<file path="src/rtl/core/scope_trace_span_renderer_unit_assert.svh">
// Assertion macros shared by the span renderer RTL.
// Each macro samples on clk_i and is disabled while rst_ni is low.
`ifndef SCOPE_TRACE_SPAN_RENDERER_UNIT_ASSERT_SVH
`define SCOPE_TRACE_SPAN_RENDERER_UNIT_ASSERT_SVH

// Property that must hold at every clock edge out of reset
`define STSR_ASSERT(lbl, prop, msg) \
  lbl: assert property (@(posedge clk_i) disable iff (!rst_ni) (prop)) \
    else $error(msg);

// Antecedent implies consequent in the same cycle
`define STSR_ASSERT_IMP(lbl, ante, cons, msg) \
  lbl: assert property (@(posedge clk_i) disable iff (!rst_ni) (ante) |-> (cons)) \
    else $error(msg);

`endif

</file>
<file path="src/rtl/core/stsr_pkg.sv">
// Shared types and constants for the scope trace span renderer.
// No dependencies; used by every module of the block.
`default_nettype none

package stsr_pkg;

  localparam int unsigned MaxDim    = 4096;
  localparam int unsigned ScaleDiv  = 65533;
  localparam int unsigned CountMax  = 4095;
  localparam int unsigned FifoDepth = 4;
  localparam int unsigned FifoPtrW  = $clog2(FifoDepth);
  localparam int unsigned FifoCntW  = $clog2(FifoDepth + 1);

  typedef enum logic [1:0] {
    RegViewHeight = 2'd0,
    RegViewWidth  = 2'd1,
    RegBeamColor  = 2'd2,
    RegNullColor  = 2'd3
  } cfg_idx_e;

  typedef struct packed {
    logic [12:0] view_height;
    logic [12:0] view_width;
    logic [7:0]  beam_color;
    logic [7:0]  null_color;
  } cfg_t;

  // One bent pair that survived the column check, waiting for the back end
  typedef struct packed {
    logic [11:0]        column;
    logic signed [15:0] top;
    logic signed [15:0] bot;
    logic [7:0]         color;
  } item_t;

  // Clip a 13-bit size register to the largest supported dimension
  function automatic logic [12:0] clip_dim(logic [12:0] v);
    logic [12:0] lim;
    lim = 13'(MaxDim);
    return (v > lim) ? lim : v;
  endfunction

endpackage

`default_nettype wire

</file>
<file path="src/rtl/core/scope_trace_span_renderer_unit.sv">
// Top level of the scope trace span renderer: configuration registers,
// front end, span queue and back end. Depends on stsr_pkg and all submodules.
//
//  channel   dir  handshake                      payload
//  s_axis    in   s_axis_tvalid/s_axis_tready    tdata: sample_top, sample_bottom
//                                                tuser: first_pair, live_frame
//  m_axis    out  m_axis_tvalid/m_axis_tready    tdata: column, row_top, row_bottom,
//                                                       pixel_color
//  cfg       in   cfg_we_i                       cfg_addr_i, cfg_wdata_i
//
// One pair is accepted per cycle while the queue is not full; a span passes a
// queue entry and the two back-end stages (multiply, then divide-by-constant
// and clamp) before it leaves. Reset is asynchronous, active low, and needs
// no clearing pass. s_axis_tready drops only when the four-entry queue is full,
// so a stalled m_axis absorbs six spans (output register, stage 1 and the four
// queue entries) before it pushes back; dropped pairs also wait while the queue is full.
`default_nettype none

module scope_trace_span_renderer_unit (
  input  wire logic          clk_i,
  input  wire logic          rst_ni,
  input  wire logic          s_axis_tvalid,
  output logic               s_axis_tready,
  input  wire logic [31:0]   s_axis_tdata,   // [15:0] sample_top, [31:16] sample_bottom
  input  wire logic [1:0]    s_axis_tuser,   // [0] first_pair, [1] live_frame
  output logic               m_axis_tvalid,
  input  wire logic          m_axis_tready,
  output logic [47:0]        m_axis_tdata,   // [11:0] column, [23:12] row_top,
                                             // [35:24] row_bottom, [43:36] pixel_color
  input  wire logic          cfg_we_i,
  input  wire logic [1:0]    cfg_addr_i,
  input  wire logic [12:0]   cfg_wdata_i
);

  stsr_pkg::cfg_t  cfg_q;
  stsr_pkg::item_t push_data, pop_data;
  logic            push, full, q_valid, q_pop;
  logic [11:0]     column, row_top, row_bottom;
  logic [7:0]      pixel_color;

  always_ff @(posedge clk_i or negedge rst_ni) begin
    if (!rst_ni) begin
      cfg_q.view_height <= 13'd256;
      cfg_q.view_width  <= 13'd320;
      cfg_q.beam_color  <= 8'd0;
      cfg_q.null_color  <= 8'd0;
    end else if (cfg_we_i) begin
      case (stsr_pkg::cfg_idx_e'(cfg_addr_i))
        stsr_pkg::RegViewHeight: cfg_q.view_height <= cfg_wdata_i;
        stsr_pkg::RegViewWidth:  cfg_q.view_width  <= cfg_wdata_i;
        stsr_pkg::RegBeamColor:  cfg_q.beam_color  <= cfg_wdata_i[7:0];
        stsr_pkg::RegNullColor:  cfg_q.null_color  <= cfg_wdata_i[7:0];
        default: ;
      endcase
    end
  end

  stsr_front u_front (
    .clk_i           (clk_i),
    .rst_ni          (rst_ni),
    .cfg_i           (cfg_q),
    .in_valid_i      (s_axis_tvalid),
    .in_ready_o      (s_axis_tready),
    .sample_top_i    (s_axis_tdata[15:0]),
    .sample_bottom_i (s_axis_tdata[31:16]),
    .first_pair_i    (s_axis_tuser[0]),
    .live_frame_i    (s_axis_tuser[1]),
    .push_o          (push),
    .push_data_o     (push_data),
    .full_i          (full)
  );

  stsr_fifo u_fifo (
    .clk_i       (clk_i),
    .rst_ni      (rst_ni),
    .push_i      (push),
    .push_data_i (push_data),
    .full_o      (full),
    .valid_o     (q_valid),
    .pop_i       (q_pop),
    .pop_data_o  (pop_data)
  );

  stsr_back u_back (
    .clk_i         (clk_i),
    .rst_ni        (rst_ni),
    .cfg_i         (cfg_q),
    .q_valid_i     (q_valid),
    .q_pop_o       (q_pop),
    .q_data_i      (pop_data),
    .out_valid_o   (m_axis_tvalid),
    .out_ready_i   (m_axis_tready),
    .column_o      (column),
    .row_top_o     (row_top),
    .row_bottom_o  (row_bottom),
    .pixel_color_o (pixel_color)
  );

  assign m_axis_tdata = {4'b0000, pixel_color, row_bottom, row_top, column};

endmodule

`default_nettype wire

</file>
<file path="src/rtl/core/stsr_fifo.sv">
// Short queue between the front and back end of the span renderer.
// Depends on stsr_pkg for the item type and depth.
`default_nettype none

`include "scope_trace_span_renderer_unit_assert.svh"

module stsr_fifo (
  input  wire logic           clk_i,
  input  wire logic           rst_ni,
  input  wire logic           push_i,
  input  stsr_pkg::item_t     push_data_i,
  output logic                full_o,
  output logic                valid_o,
  input  wire logic           pop_i,
  output stsr_pkg::item_t     pop_data_o
);

  stsr_pkg::item_t                   mem_q [stsr_pkg::FifoDepth];
  logic [stsr_pkg::FifoPtrW-1:0]     wr_ptr_q, rd_ptr_q;
  logic [stsr_pkg::FifoCntW-1:0]     cnt_q;
  logic                              do_push, do_pop;

  assign full_o     = (cnt_q == stsr_pkg::FifoCntW'(stsr_pkg::FifoDepth));
  assign valid_o    = (cnt_q != '0);
  assign pop_data_o = mem_q[rd_ptr_q];
  assign do_push    = push_i && !full_o;
  assign do_pop     = pop_i && valid_o;

  always_ff @(posedge clk_i) begin
    if (do_push) begin
      mem_q[wr_ptr_q] <= push_data_i;
    end
  end

  always_ff @(posedge clk_i or negedge rst_ni) begin
    if (!rst_ni) begin
      wr_ptr_q <= '0;
      rd_ptr_q <= '0;
      cnt_q    <= '0;
    end else begin
      if (do_push) wr_ptr_q <= wr_ptr_q + 1'b1;
      if (do_pop)  rd_ptr_q <= rd_ptr_q + 1'b1;
      if (do_push && !do_pop) begin
        cnt_q <= cnt_q + 1'b1;
      end else if (!do_push && do_pop) begin
        cnt_q <= cnt_q - 1'b1;
      end
    end
  end

  `STSR_ASSERT(a_fifo_no_overflow, cnt_q <= stsr_pkg::FifoCntW'(stsr_pkg::FifoDepth), "fifo count past depth")
  `STSR_ASSERT_IMP(a_fifo_push_room, push_i, !full_o, "push into a full fifo")
  `STSR_ASSERT(a_fifo_ptr_gap, wr_ptr_q == stsr_pkg::FifoPtrW'(rd_ptr_q + cnt_q), "fifo pointers out of step")

endmodule

`default_nettype wire

</file>
<file path="src/rtl/core/stsr_front.sv">
// Front end: takes sample pairs, bends them toward the previous pair,
// counts columns and drops columns past the view. Depends on stsr_pkg.
`default_nettype none

module stsr_front (
  input  wire logic           clk_i,
  input  wire logic           rst_ni,
  input  stsr_pkg::cfg_t      cfg_i,
  input  wire logic           in_valid_i,
  output logic                in_ready_o,
  input  wire logic [15:0]    sample_top_i,
  input  wire logic [15:0]    sample_bottom_i,
  input  wire logic           first_pair_i,
  input  wire logic           live_frame_i,
  output logic                push_o,
  output stsr_pkg::item_t     push_data_o,
  input  wire logic           full_i
);

  logic signed [15:0] prev_top_q, prev_top_d;
  logic signed [15:0] prev_bot_q, prev_bot_d;
  logic [11:0]        col_q, col_d;
  logic signed [15:0] top_in, bot_in, bot_b, top_b;
  logic [12:0]        width;
  logic               col_fits, accept;

  assign in_ready_o = !full_i;
  assign accept     = in_valid_i && in_ready_o;
  assign top_in     = $signed(sample_top_i);
  assign bot_in     = $signed(sample_bottom_i);
  assign width      = stsr_pkg::clip_dim(cfg_i.view_width);
  // column <= width-2, written without going negative
  assign col_fits   = ({2'b00, col_q} + 14'd2) <= {1'b0, width};

  always_comb begin
    // bend the new pair so its span touches the previous one
    bot_b = bot_in;
    if (top_in > prev_top_q && bot_in > prev_top_q) bot_b = prev_top_q;
    top_b = top_in;
    if (top_in < prev_bot_q && bot_b < prev_bot_q) top_b = prev_bot_q;

    prev_top_d = prev_top_q;
    prev_bot_d = prev_bot_q;
    col_d      = col_q;
    if (accept) begin
      if (first_pair_i) begin
        prev_top_d = top_in;
        prev_bot_d = bot_in;
        col_d      = '0;
      end else begin
        prev_top_d = top_b;
        prev_bot_d = bot_b;
        if (col_q != 12'(stsr_pkg::CountMax)) col_d = col_q + 1'b1;
      end
    end
  end

  assign push_o             = accept && !first_pair_i && col_fits;
  assign push_data_o.column = col_q;
  assign push_data_o.top    = top_b;
  assign push_data_o.bot    = bot_b;
  assign push_data_o.color  = live_frame_i ? cfg_i.beam_color : cfg_i.null_color;

  always_ff @(posedge clk_i or negedge rst_ni) begin
    if (!rst_ni) begin
      prev_top_q <= '0;
      prev_bot_q <= '0;
      col_q      <= '0;
    end else begin
      prev_top_q <= prev_top_d;
      prev_bot_q <= prev_bot_d;
      col_q      <= col_d;
    end
  end

endmodule

`default_nettype wire

</file>
<file path="src/rtl/core/stsr_back.sv">
// Back end: scales both ends of a span to rows, clamps them into the view
// and holds the result in an output register. Depends on stsr_pkg.
`default_nettype none

`include "scope_trace_span_renderer_unit_assert.svh"

module stsr_back (
  input  wire logic           clk_i,
  input  wire logic           rst_ni,
  input  stsr_pkg::cfg_t      cfg_i,
  input  wire logic           q_valid_i,
  output logic                q_pop_o,
  input  stsr_pkg::item_t     q_data_i,
  output logic                out_valid_o,
  input  wire logic           out_ready_i,
  output logic [11:0]         column_o,
  output logic [11:0]         row_top_o,
  output logic [11:0]         row_bottom_o,
  output logic [7:0]          pixel_color_o
);

  // Stage 1: products v*H
  logic               s1_valid_q;
  logic [11:0]        s1_col_q;
  logic [7:0]         s1_color_q;
  logic signed [28:0] s1_ptop_q, s1_pbot_q;
  // Output register
  logic               out_valid_q;
  logic [11:0]        out_col_q, out_rtop_q, out_rbot_q;
  logic [7:0]         out_color_q;

  logic [12:0]        height;
  logic signed [29:0] mul_top, mul_bot;
  logic signed [14:0] row_t, row_b;
  logic               oob_t, oob_b, emit, out_free, s1_adv;
  logic [11:0]        clamp_t, clamp_b, h_last;

  // H/2 - trunc(p / 65533); |p| < 2^28 so one correction step suffices
  function automatic logic signed [14:0] to_row(logic signed [28:0] p, logic [11:0] hh);
    logic [27:0]        ap;
    logic [11:0]        q0, q;
    logic [16:0]        rem;
    logic signed [14:0] qs;
    ap  = p[28] ? 28'(-p) : p[27:0];
    q0  = ap[27:16];
    rem = {1'b0, ap[15:0]} + 17'(q0) * 17'd3;
    q   = (rem >= 17'(stsr_pkg::ScaleDiv)) ? q0 + 1'b1 : q0;
    qs  = p[28] ? -$signed({3'b000, q}) : $signed({3'b000, q});
    return $signed({3'b000, hh}) - qs;
  endfunction

  assign height  = stsr_pkg::clip_dim(cfg_i.view_height);
  assign mul_top = q_data_i.top * $signed({1'b0, height});
  assign mul_bot = q_data_i.bot * $signed({1'b0, height});

  assign row_t   = to_row(s1_ptop_q, height[12:1]);
  assign row_b   = to_row(s1_pbot_q, height[12:1]);
  assign oob_t   = row_t[14] || (row_t >= $signed({2'b00, height}));
  assign oob_b   = row_b[14] || (row_b >= $signed({2'b00, height}));
  assign h_last  = 12'(height - 13'd1);
  assign clamp_t = oob_t ? (row_t[14] ? 12'd0 : h_last) : row_t[11:0];
  assign clamp_b = oob_b ? (row_b[14] ? 12'd0 : h_last) : row_b[11:0];
  assign emit    = !(oob_t && oob_b) && !(clamp_b < clamp_t);

  assign out_free = !out_valid_q || out_ready_i;
  // a dropped span leaves stage 1 without needing the output register
  assign s1_adv   = !s1_valid_q || !emit || out_free;
  assign q_pop_o  = q_valid_i && s1_adv;

  always_ff @(posedge clk_i) begin
    if (s1_adv) begin
      s1_col_q   <= q_data_i.column;
      s1_color_q <= q_data_i.color;
      s1_ptop_q  <= mul_top[28:0];
      s1_pbot_q  <= mul_bot[28:0];
    end
    if (s1_valid_q && emit && out_free) begin
      out_col_q   <= s1_col_q;
      out_rtop_q  <= clamp_t;
      out_rbot_q  <= clamp_b;
      out_color_q <= s1_color_q;
    end
  end

  always_ff @(posedge clk_i or negedge rst_ni) begin
    if (!rst_ni) begin
      s1_valid_q  <= 1'b0;
      out_valid_q <= 1'b0;
    end else begin
      if (s1_adv) s1_valid_q <= q_valid_i;
      if (s1_valid_q && emit && out_free) begin
        out_valid_q <= 1'b1;
      end else if (out_ready_i) begin
        out_valid_q <= 1'b0;
      end
    end
  end

  assign out_valid_o   = out_valid_q;
  assign column_o      = out_col_q;
  assign row_top_o     = out_rtop_q;
  assign row_bottom_o  = out_rbot_q;
  assign pixel_color_o = out_color_q;

  `STSR_ASSERT_IMP(a_back_span_order, out_valid_q, out_rtop_q <= out_rbot_q, "span top below bottom")
  `STSR_ASSERT_IMP(a_back_no_clobber, out_valid_q && !out_ready_i, !(s1_valid_q && emit && s1_adv), "pending span overwritten")
  `STSR_ASSERT_IMP(a_back_pop_room, q_pop_o, s1_adv, "stage 1 loaded while held")

endmodule

`default_nettype wire
</file>
<file path="config.mk">
export PLATFORM = sky130hd
export DESIGN_NAME = scope_trace_span_renderer_unit
export DESIGN_NICKNAME = d
export VERILOG_FILES = /design/src/rtl/core/stsr_pkg.sv /design/src/rtl/core/scope_trace_span_renderer_unit.sv /design/src/rtl/core/stsr_fifo.sv /design/src/rtl/core/stsr_front.sv /design/src/rtl/core/stsr_back.sv
export VERILOG_INCLUDE_DIRS = /design/src /design/src/rtl/core
export SDC_FILE = /design/constraint.sdc
export NUM_CORES = 2
export LEC_CHECK = 0
export BUFFER_PORTS_ARGS = -buffer_cell sky130_fd_sc_hd__buf_4
export CORE_UTILIZATION = 45
export DETAILED_ROUTE_END_ITERATION = 7
export GPL_ROUTABILITY_DRIVEN = 1
export PLACE_DENSITY = 0.61
export REMOVE_ABC_BUFFERS = 1
export SKIP_CTS_REPAIR_TIMING = 1
export SYNTH_ARGS = -nofsm -noshare
export SYNTH_HDL_FRONTEND = slang
export SYNTH_SLANG_ARGS = --single-unit
</file>
<file path="constraint.sdc">
create_clock -name clk_i -period 15.5 [get_ports clk_i]
set_input_delay 2.325 -clock clk_i [delete_from_list [all_inputs] [get_ports clk_i]]
set_output_delay 2.325 -clock clk_i [all_outputs]
set_load 0.01 [all_outputs]
</file>
==> flow_summary.yaml <==
placement:
  gp_congestion: 0.9522
  portBuffers: 99
  hpwl_um: 81660
synth:
  yosysTopAreaCell: "edfxtp_1"
  synth_top_area_share_pct: 24.87
  synth_edf_count: 330
  synthFlopType: "edfxtp_1"
  synth.distinct_cells: 95
  yosys_warnings: 0
  syn_inst: 3817
  postSynthAreaPerCell_um2: 10.44
  ys_top_cells_by_area: "edfxtp_1 (25%), fa_1 (20%), ha_1 (11%)"
  yosys_register_bits: 425
  ys_seq_area_share_pct: 30.84
  synth_area_um2: 39850
  synth_async_sr_flop_share_pct: 22.35
global_route:
  grt_use_met1_pct: 32.22
  grt_pass1_vias: 28430
  grt_max_degree: 70
  grt-ovfl-total: 0
  use_met2_pct: 41.04
  grt_pass1_wl_um: 166300
  use_met3_pct: 2.921
  antenna_found_initial: 2
  grt_usage_pct: 24.13
  top_usage_layer: "met2"
worst_setup_path:
  r2r_slack_ps: 1560
  crit_top_cell: "o21ai_0"
  crit_path_start_kind: "flip-flop"
  worst_setup_path_end_kind: "flip-flop"
  worstPathMaxFanout: 14
  cpPeakStageDelay_ps: 620
  critPathKind: "reg2reg"
  crit_slowest_cell: "or4_4"
  crit_arrival_ps: 14410
  crit_required_ps: 15970
sta:
  setup_viol: 0
  tightest_slew_ps: 1127
  fin_crit_ps: 13940
  clock_skew_ps: 51.66
  rsz0062_at_grt: "no"
  max_freq_mhz: 71.76
  drv_slew: 0
  period_share_pct: 89.91
  hold_violations: 0
  relSlewSlack_pct: 24.70
  tns_ps: 0
die:
  start_util_pct: 45.65
  rows: 108
  pin_count: 104
  core_area_um2: 87290
  die_w_um: 299.6
  design.die.area_um2: 89750
  die_h_um: 299.6
clocking:
  clkSlewWorstSetupHoldPaths_ps: 60
  cts_root_buf: "clkbuf_16"
  cts_buffers: 46
  clockBufferDepth: 3
  cts_tree: "yes"
  clock_latency_ps: 630
  h-tree-depth: 2
  clock_sinks: 425
final_layout:
  layout.nets: 4701
  fillers: 8075
  syn_to_final_growth_pct: 9.495
  final_layout_size_suffix_gt1_share_pct: 10.99
route:
  drc: 0
  drtIter0Drc: 1756
  drt_wl_total_um: 107100
  vias_per_cell: 5.472
  vias: 27900
  wl_per_cell_um: 21.00
  dr.pass1.iters: 6
  antenna_left: 0
run_status:
  status: "complete, no violations"
min_path:
  hp-class: "reg2reg"
run:
  drv_cap: 0
## path summary, 6_finish.rpt
check / cells past startpoint / end / startpoint
min reg2reg: 0 / u_back.column_o[6] / u_back.s1_col_q[6]
min: 0 / u_back.column_o[6] / u_back.s1_col_q[6]
max in group asynchronous: 2 / cfg_q[29] / rst_ni
max reg2reg: 55 / u_fifo.cnt_q[1] / u_back.s1_pbot_q[16]
max: 55 / u_fifo.cnt_q[1] / u_back.s1_pbot_q[16]
min in group asynchronous: 1 / u_front.prev_top_q[8] / rst_ni
## cells by family (layout without fill, tap and decap cells)
logic type | count (synthesis) | after routing | share of synthesized area, %
xor+xnor | 214 | 214 | 4.760
buf+inv | 634 | 753 | 6.057
mux | 198 | 198 | 6.223
flops | 425 | 425 | 30.84
simple gates | 1060 | 1062 | 12.26
compound gates | 541 | 541 | 8.908
fa+ha+maj | 744 | 744 | 30.93
other cells | 1 | 6 | 0.009411
## cells in the mapped netlist (8+ instances only)
library cell	count
nor3_1	33
or2_2	25
nor2_1	334
a31oi_1	19
inv_1	504
or4_1	10
nand3_1	52
nand4_1	30
dfrtp_1	92
mux2i_1	63
nand2_1	367
o21ai_1	21
o31a_1	8
o21a_1	48
nor2b_1	26
a21o_1	46
and3_1	16
o21ai_0	146
mux2_2	105
xor2_1	72
nor4_1	15
or3_1	17
nand2b_1	27
a21oi_1	92
and2_1	66
a21boi_0	14
a211oi_1	16
o41ai_1	9
mux4_2	29
o21bai_1	24
o211ai_1	12
fa_1	402
ha_1	342
nor3b_1	8
edfxtp_1	330
clkbuf_1	100
o31ai_1	21
xnor2_1	139
buf_1	12
## final cells by class
cell class / count / area, um^2 / share of cell area [%]
Antenna cell: 2 / 5.005 / 0.01147
Sequential cell: 425 / 12300 / 28.19
Clock inverter: 30 / 344.1 / 0.7886
Timing Repair Buffer: 154 / 1181 / 2.707
Clock buffer: 56 / 1209 / 2.770
Tap cell: 1155 / 1445 / 3.312
Multi-Input combinational cell: 2763 / 25220 / 57.81
Inverter: 513 / 1926 / 4.413
## registers in the layout, indices dropped and copies added, names as in the netlist
| register | flops |
|---|---|
| u_fifo.mem_q | 208 |
| cfg_q | 42 |
| u_back.s1_pbot_q | 29 |
| u_back.s1_ptop_q | 29 |
| u_front.prev_bot_q | 16 |
| u_front.prev_top_q | 16 |
| u_back.column_o | 12 |
| u_back.row_bottom_o | 12 |
| u_back.row_top_o | 12 |
| u_back.s1_col_q | 12 |
| u_front.col_q | 12 |
| u_back.pixel_color_o | 8 |
| u_back.s1_color_q | 8 |
| u_fifo.cnt_q | 3 |
| u_fifo.rd_ptr_q | 2 |
| u_fifo.wr_ptr_q | 2 |
| u_back.out_valid_o | 1 |
| u_back.s1_valid_q | 1 |
## worst max-delay path, delay by kind of cell (launching register included)
| family | cells | cell delay (ps) |
|---|---|---|
| and+or+nand+nor | 15 | 3210 |
| AOI/OAI and AO/OA | 23 | 5500 |
| muxes | 3 | 1050 |
| xor gates and xnor gates | 5 | 1030 |
| DFF | 1 | 510 |
| buffers and inverters | 1 | 80 |
| adders and majority gates | 8 | 2430 |
## layer usage
metal,up-vias,share of wire (%),wire length [um]
met5,-,0.012,13
met4,2,3.5,3736
met3,153,5.1,5408
met2,700,48,51410
met1,13960,43,46490
li1,13080,-,-
## placed cells by master, fill, tap and decap left out, types with 9 or more instances in the layout
cell / Yosys / final
o41ai_1: 9 / 9
o21ai_0: 146 / 142
a211oi_1: 16 / 16
nand2_1: 367 / 366
clkinv_1: 5 / 10
or4_1: 10 / 10
o31ai_1: 21 / 21
a21boi_0: 14 / 14
dfrtp_1: 92 / 90
or3_1: 17 / 17
o21ai_1: 21 / 25
edfxtp_1: 330 / 330
nor2b_1: 26 / 26
nor3_1: 33 / 33
mux4_2: 29 / 29
nand2b_1: 27 / 27
o211ai_1: 12 / 12
nand3_1: 52 / 51
buf_4: 4 / 152
clkinv_2: 0 / 9
and2_1: 66 / 62
nand4_1: 30 / 30
xnor2_1: 139 / 139
or2_2: 25 / 25
nor4_1: 15 / 15
inv_1: 504 / 503
mux2_2: 105 / 105
a31oi_1: 19 / 19
xor2_1: 72 / 72
fa_1: 402 / 402
a21oi_1: 92 / 92
a21o_1: 46 / 46
o21a_1: 48 / 48
o21bai_1: 24 / 24
mux2i_1: 63 / 63
clkbuf_16: 0 / 46
nor2_1: 334 / 332
and3_1: 16 / 16
ha_1: 342 / 342
## through the flow
stage | cell area [um^2] | instances | util [%] | worst slack [ps] | hold slack (ps)
global route | 43630 | 5096 | 49.98 | 180.4 | 422.6
floorplan | 39370 | 3699 | - | 1680 | 400.3
CTS | 43600 | 5094 | 49.95 | 1300 | 417.4
global placement | 42050 | 5008 | 48.17 | 1600 | 402.2
finish | 43630 | 5098 | 49.98 | 1565 | 415.6
detailed placement | 42050 | 5008 | 48.17 | 1382 | 404.5
Power is left out: the tool's default activity adds up to more than one toggle a clock period on the data nets, which glitch-free logic cannot reach.
